===== src/sv/tkft_pkg.sv =====
`timescale 1ns / 1ps

package tkft_pkg;

  // Port field widths are fixed; internal storage may be narrower.
  localparam int ID_PORT_BITS    = 16;
  localparam int COUNT_PORT_BITS = 16;

  typedef struct packed {
    logic [ID_PORT_BITS-1:0]    candidate_id;
    logic [COUNT_PORT_BITS-1:0] candidate_count;
    logic                       last_candidate;
  } cand_t;

  typedef struct packed {
    logic [ID_PORT_BITS-1:0]    out_id;
    logic [COUNT_PORT_BITS-1:0] out_count;
    logic                       found;
    logic                       last_result;
  } result_t;

endpackage


===== src/sv/tkft_slot_ram.sv =====
`timescale 1ns / 1ps

module tkft_slot_ram #(
  parameter int DEPTH = 10,
  parameter int IDW   = 16,
  parameter int CNTW  = 16,
  parameter int AW    = 4
) (
  input  logic            clk,
  input  logic            we,
  input  logic [AW-1:0]   wr_addr,
  input  logic [IDW-1:0]  wr_id,
  input  logic [CNTW-1:0] wr_count,
  input  logic            rd_en,
  input  logic [AW-1:0]   rd_addr,
  output logic [IDW-1:0]  rd_id,
  output logic [CNTW-1:0] rd_count
);

  logic [IDW+CNTW-1:0] mem [DEPTH];

  always_ff @(posedge clk) begin
    if (we) begin
      mem[wr_addr] <= {wr_id, wr_count};
    end
  end

  always_ff @(posedge clk) begin
    if (rd_en) begin
      {rd_id, rd_count} <= mem[rd_addr];
    end
  end

endmodule


===== src/sv/tkft_min_unit.sv =====
`timescale 1ns / 1ps

// Running minimum over a stream of counts; ties keep the earliest index.
module tkft_min_unit #(
  parameter int CNTW = 16,
  parameter int AW   = 4
) (
  input  logic            clk,
  input  logic            en,
  input  logic            first,
  input  logic [AW-1:0]   idx,
  input  logic [CNTW-1:0] value,
  output logic [CNTW-1:0] least,
  output logic [AW-1:0]   pick
);

  always_ff @(posedge clk) begin
    if (en) begin
      if (first || (value < least)) begin
        least <= value;
        pick  <= idx;
      end
    end
  end

endmodule


===== src/sv/top_k_frequency_tracker.sv =====
`timescale 1ns / 1ps
// A candidate with zero count is dropped in S_IDLE, and one that finds a free slot is written there.
// A candidate against a full table scans every slot (S_SCAN, S_SCAN_END, S_DECIDE): the slot
// memory's single read port feeds one comparator, one slot per cycle.
// A report reads each kept entry, then loads the output register, waiting while out_stall holds it.
// Reset clears the fill count and control state; the slot memory is not cleared.
module top_k_frequency_tracker #(
  parameter int KEEP_SLOTS = 10,
  parameter int ID_BITS    = 16,
  parameter int COUNT_BITS = 16
) (
  input  logic             clk,
  input  logic             rst,
  input  logic             in_valid,
  output logic             in_stall,
  input  tkft_pkg::cand_t  in_data,
  output logic             out_valid,
  input  logic             out_stall,
  output tkft_pkg::result_t out_data
);

  localparam int IdW   = (ID_BITS < tkft_pkg::ID_PORT_BITS) ? ID_BITS
                                                            : tkft_pkg::ID_PORT_BITS;
  localparam int CntW  = (COUNT_BITS < tkft_pkg::COUNT_PORT_BITS) ? COUNT_BITS
                                                                 : tkft_pkg::COUNT_PORT_BITS;
  localparam int IdxW  = (KEEP_SLOTS > 1) ? $clog2(KEEP_SLOTS) : 1;
  localparam int UsedW = $clog2(KEEP_SLOTS + 1);
  localparam logic [UsedW-1:0] SlotsFull = UsedW'(KEEP_SLOTS);
  localparam logic [IdxW-1:0]  LastIdx   = IdxW'(KEEP_SLOTS - 1);

  localparam logic [2:0] S_IDLE     = 3'd0;
  localparam logic [2:0] S_SCAN     = 3'd1;
  localparam logic [2:0] S_SCAN_END = 3'd2;
  localparam logic [2:0] S_DECIDE   = 3'd3;
  localparam logic [2:0] S_REP_READ = 3'd4;
  localparam logic [2:0] S_REP_LOAD = 3'd5;
  localparam logic [2:0] S_EMPTY    = 3'd6;

  logic [2:0]      state, state_next;
  logic [UsedW-1:0] used, used_next;
  logic [IdxW-1:0] addr, addr_next;
  logic [IdW-1:0]  cand_id;
  logic [CntW-1:0] cand_cnt;
  logic            cand_last;
  logic            scan_vld;
  logic [IdxW-1:0] scan_idx;

  logic            we;
  logic [IdxW-1:0] wr_addr;
  logic [IdW-1:0]  wr_id;
  logic [CntW-1:0] wr_count;
  logic            rd_en;
  logic [IdW-1:0]  rd_id;
  logic [CntW-1:0] rd_count;
  logic [CntW-1:0] least;
  logic [IdxW-1:0] pick;

  logic            in_acc;
  logic [IdW-1:0]  in_id;
  logic [CntW-1:0] in_cnt;
  logic            out_free;
  logic            out_load;
  tkft_pkg::result_t out_next;

  assign in_stall = (state != S_IDLE);
  assign in_acc   = in_valid && !in_stall;
  assign in_id    = in_data.candidate_id[IdW-1:0];
  assign in_cnt   = in_data.candidate_count[CntW-1:0];
  assign out_free = !out_valid || !out_stall;

  tkft_slot_ram #(
    .DEPTH (KEEP_SLOTS),
    .IDW   (IdW),
    .CNTW  (CntW),
    .AW    (IdxW)
  ) u_ram (
    .clk      (clk),
    .we       (we),
    .wr_addr  (wr_addr),
    .wr_id    (wr_id),
    .wr_count (wr_count),
    .rd_en    (rd_en),
    .rd_addr  (addr),
    .rd_id    (rd_id),
    .rd_count (rd_count)
  );

  tkft_min_unit #(
    .CNTW (CntW),
    .AW   (IdxW)
  ) u_min (
    .clk   (clk),
    .en    (scan_vld),
    .first (scan_idx == '0),
    .idx   (scan_idx),
    .value (rd_count),
    .least (least),
    .pick  (pick)
  );

  always_comb begin
    state_next = state;
    used_next  = used;
    addr_next  = addr;
    we         = 1'b0;
    wr_addr    = used[IdxW-1:0];
    wr_id      = in_id;
    wr_count   = in_cnt;
    rd_en      = 1'b0;
    out_load   = 1'b0;
    out_next   = '0;
    case (state)
      S_IDLE: begin
        if (in_acc) begin
          addr_next = '0;
          if (in_cnt != '0 && used != SlotsFull) begin
            we        = 1'b1;
            used_next = used + 1'b1;
            if (in_data.last_candidate) begin
              state_next = S_REP_READ;
            end
          end else if (in_cnt != '0) begin
            state_next = S_SCAN;
          end else if (in_data.last_candidate) begin
            state_next = (used == '0) ? S_EMPTY : S_REP_READ;
          end
        end
      end
      S_SCAN: begin
        rd_en = 1'b1;
        if (addr == LastIdx) begin
          state_next = S_SCAN_END;
        end else begin
          addr_next = addr + 1'b1;
        end
      end
      S_SCAN_END: begin
        state_next = S_DECIDE;
      end
      S_DECIDE: begin
        wr_addr  = pick;
        wr_id    = cand_id;
        wr_count = cand_cnt;
        we       = (cand_cnt > least);
        addr_next  = '0;
        state_next = cand_last ? S_REP_READ : S_IDLE;
      end
      S_REP_READ: begin
        rd_en      = 1'b1;
        state_next = S_REP_LOAD;
      end
      S_REP_LOAD: begin
        out_next.out_id      = tkft_pkg::ID_PORT_BITS'(rd_id);
        out_next.out_count   = tkft_pkg::COUNT_PORT_BITS'(rd_count);
        out_next.found       = 1'b1;
        out_next.last_result = ((UsedW'(addr) + 1'b1) == used);
        if (out_free) begin
          out_load = 1'b1;
          if (out_next.last_result) begin
            used_next  = '0;
            state_next = S_IDLE;
          end else begin
            addr_next  = addr + 1'b1;
            state_next = S_REP_READ;
          end
        end
      end
      S_EMPTY: begin
        out_next.last_result = 1'b1;
        if (out_free) begin
          out_load   = 1'b1;
          state_next = S_IDLE;
        end
      end
      default: begin
        state_next = S_IDLE;
      end
    endcase
  end

  always_ff @(posedge clk) begin
    if (rst) begin
      state     <= S_IDLE;
      used      <= '0;
      addr      <= '0;
      scan_vld  <= 1'b0;
      out_valid <= 1'b0;
    end else begin
      state    <= state_next;
      used     <= used_next;
      addr     <= addr_next;
      scan_vld <= (state == S_SCAN);
      if (out_load) begin
        out_valid <= 1'b1;
      end else if (!out_stall) begin
        out_valid <= 1'b0;
      end
    end
  end

  always_ff @(posedge clk) begin
    scan_idx <= addr;
    if (in_acc) begin
      cand_id   <= in_id;
      cand_cnt  <= in_cnt;
      cand_last <= in_data.last_candidate;
    end
    if (out_load) begin
      out_data <= out_next;
    end
  end

  // Fill count stays within the table.
  a_used_bound: assert property (@(posedge clk) disable iff (rst)
    used <= SlotsFull)
    else $error("fill count exceeds slot count");

  // Closing a report clears the fill count.
  a_report_clears: assert property (@(posedge clk) disable iff (rst)
    (out_load && out_next.last_result) |=> (used == '0))
    else $error("fill count not cleared after report");

  // A not-found result is always the only one of its report.
  a_empty_last: assert property (@(posedge clk) disable iff (rst)
    (out_valid && !out_data.found) |-> out_data.last_result)
    else $error("not-found result without last mark");

endmodule

===== config.mk =====
export PLATFORM = sky130hd
export DESIGN_NAME = top_k_frequency_tracker
export DESIGN_NICKNAME = d
export VERILOG_FILES = /design/src/sv/tkft_pkg.sv /design/src/sv/tkft_slot_ram.sv /design/src/sv/tkft_min_unit.sv /design/src/sv/top_k_frequency_tracker.sv
export SDC_FILE = /design/constraint.sdc
export NUM_CORES = 1
export LEC_CHECK = 0
export BUFFER_PORTS_ARGS = -buffer_cell sky130_fd_sc_hd__clkbuf_2
export CORE_MARGIN = 2
export CORE_UTILIZATION = 63
export DETAILED_ROUTE_END_ITERATION = 10
export PLACE_DENSITY = 0.81
export SKIP_CTS_REPAIR_TIMING = 1
export SYNTH_ARGS = -nofsm -noshare
export SYNTH_HDL_FRONTEND = slang
export SYNTH_SLANG_ARGS = --single-unit

===== constraint.sdc =====
create_clock -name clk -period 8.3 [get_ports clk]
set_input_delay 0.83 -clock clk [delete_from_list [all_inputs] [get_ports clk]]
set_output_delay 0.83 -clock clk [all_outputs]
set_load 0.05 [all_outputs]

==> run metrics <==
GRT overflow 0; net switching power of the design 1.10 mW; synthesized instance count 1006; number of diodes 0; DIE HEIGHT 175 µm; multi-input logic area 4660 µm²; Mapped Area 18300 µm²; via count 9481; final net count 1172; largest net degree at the start of global routing 71; Yosys reg bits 456; Non-Filler Instances 1518; WP data arrival 4.70 ns; Horiz. Die Dim 175 µm; die area 30500 µm²; routing usage on met1 0.351; IO Pins 73; post-detailed-placement half-perimeter wirelength 21400 µm; setup repair after global routing missed its margin false; sequential cell area fraction in the yosys report 0.738; worst hold stages 0; Post-synth EDFFs 439; FMAX 222 MHz; GR Layer Usage met3 0.0409; Slew Limit Fails 0; syn avg cell area 18.2 µm²; most common cell after layout, fill and taps aside edfxtp_1; PwrDens 246 nW/µm²; num rows 62; core region area 28700 µm²; GRT busiest layer met2; Yosys cell types 56; Vias/cell 6.25; Logic pwr share 0.072; Hold Worst Slack 0.453 ns; P_leak 6.82 nW; initial antenna violation count 0; ratio of cells with drive above 1 in the final layout 0.247; vias in the first global route 9747; Setup TNS 0 ns; insertion delay to the later sink of the worst-skew pair 0.54 ns; Worst setup SP type flip-flop; Buffers on Ports 72; Slew @ Worst Pin 1.22 ns; routed wire length 37300 µm; final hold violation count 0; critical path required time 8.50 ns; DRT antenna net count 0; RD Place Congestion 0.855; internal power 4.02 mW; R2R depth 7; Slew HR 0.187; clock slew at reported path FFs 0.06 ns; Clock Sinks 456; Storage cell area 13500 µm²; Synth warnings 0; Clk Tree Root Cell clkbuf_16; kind of end point of the critical path flip-flop; FFs w/ async S/R, synth 0; Inserted Clock Buffers 44; Most used DFF post-synth edfxtp_1; critical path class flip-flop to flip-flop; htree depth 2; dpl cells 1437; Clk pwr share 0.400; max cap viols 0; sw frac 0.215; Tcrit/Tclk final 0.543; CTS Buffer Depth 3; DR pass1 iterations 5; P&R area growth vs syn 13.5%; synthesized net count 1079; Hold Path Class flip-flop to flip-flop; commonest non-fill, non-tap cells in the layout edfxtp_1, clkbuf_2, mux4_2, a21oi_1, clkbuf_16; Layout Skew 0.0239 ns; outcome complete, no violations; CTS tree done; min Tclk post-route 4.50 ns; first-pass GRT wire length 57200 µm; initial DRC count 927; VDD IR max 0.208 mV; Initial Util 0.639; DRC viols 0; met2 Use GR 0.418; drt wl/cell 24.6 µm; total track usage 0.251; CP max FO 32; Final setup viols 0; sequential power share 0.528; fillcell total 1635
[layout make-up]
class / instances / share of cell area
clock buffers: 54 / 0.0568
clock inverters: 27 / 0.0153
flip-flops and latches: 456 / 0.651
multi-input cells: 477 / 0.224
well taps: 384 / 0.0231
repair buffers: 95 / 0.0256
inverters: 25 / 0.00451
[Yosys cell counts (7+ instances only)]
master	number	share of area
nor2_1	9	0.0018
nor2b_1	37	0.013
inv_1	25	0.0051
nand3_1	8	0.0022
a21o_1	7	0.0029
dfxtp_1	17	0.019
a211oi_1	33	0.014
buf_2	13	0.0035
a21oi_1	62	0.017
buf_1	10	0.0020
clkbuf_1	24	0.0049
nand2b_1	11	0.0038
ha_1	36	0.025
mux2i_1	33	0.018
mux2_2	31	0.019
o21ai_0	17	0.0046
edfxtp_1	439	0.72
nand2_1	24	0.0049
mux4_2	64	0.079
and2_1	32	0.011
[per-stage QoR]
step	total power, mW	utilization	setup WS, ns	area (µm²)
4_1_cts	5.15	0.725	3.80	20800
3_5_place_dp	3.11	0.672	3.92	19300
6_report	5.12	0.725	3.80	20800
5_1_grt	5.28	0.725	3.58	20800
2_1_floorplan	2.98	-	3.35	18300
3_3_place_gp	3.10	0.672	4.12	19300
[power groups by stage]
stage	clock, mW	combinational (mW)	sequential, mW
finish	2.05	0.370	2.70
global route	2.16	0.406	2.71
CTS	2.08	0.374	2.70
detailed placement	0	0.369	2.75
global placement	0	0.360	2.74
floorplan	0	0.236	2.74
[cells by family (layout without fill, tap and decap cells)]
kind of cell / after synthesis / count (layout) / share of synthesized area
flip-flops: 456 / 456 / 0.738
AO/OA/AOI/OAI: 148 / 148 / 0.0507
adder cells (fa/ha/maj): 36 / 36 / 0.0246
XOR/XNOR: 7 / 7 / 0.00451
buffers and inverters: 73 / 201 / 0.0160
AND/OR/NAND/NOR: 158 / 158 / 0.0508
multiplexers: 128 / 128 / 0.116
[layer usage]
metal	up-vias	wire length, µm
met5	-	0
met4	0	895
met3	70	2410
met2	375	18800
met1	4824	15200
li1	4212	-
[worst max-delay path, cell delays in order, from the launching register on]
cell and delay, ns:
dfxtp_1 0.75, nand3b_1 0.97, buf_4 0.60, a211oi_1 0.37
o211ai_1 0.16, buf_4 0.26, a21oi_4 0.61, buf_4 0.46
[state kept, by name, indices dropped and copies added (netlist names), 16 cells and up]
signal / flops
u_min.least: 16
u_ram.rd_id: 16
u_ram.rd_count: 16
out_data: 34
u_ram.mem: 320
cand_cnt: 16
cand_id: 16
[path summary, 6_finish.rpt]
check              startpoint          endpoint  slack (ns)
setup / recovery     state[1]  u_ram.mem[4][19]        3.80
hold / removal    scan_idx[0]     u_min.pick[0]        0.45
setup reg to reg     state[1]  u_ram.mem[4][19]        3.80
hold reg to reg   scan_idx[0]     u_min.pick[0]        0.45
No activity file was read; power rests on OpenSTA's default activity.
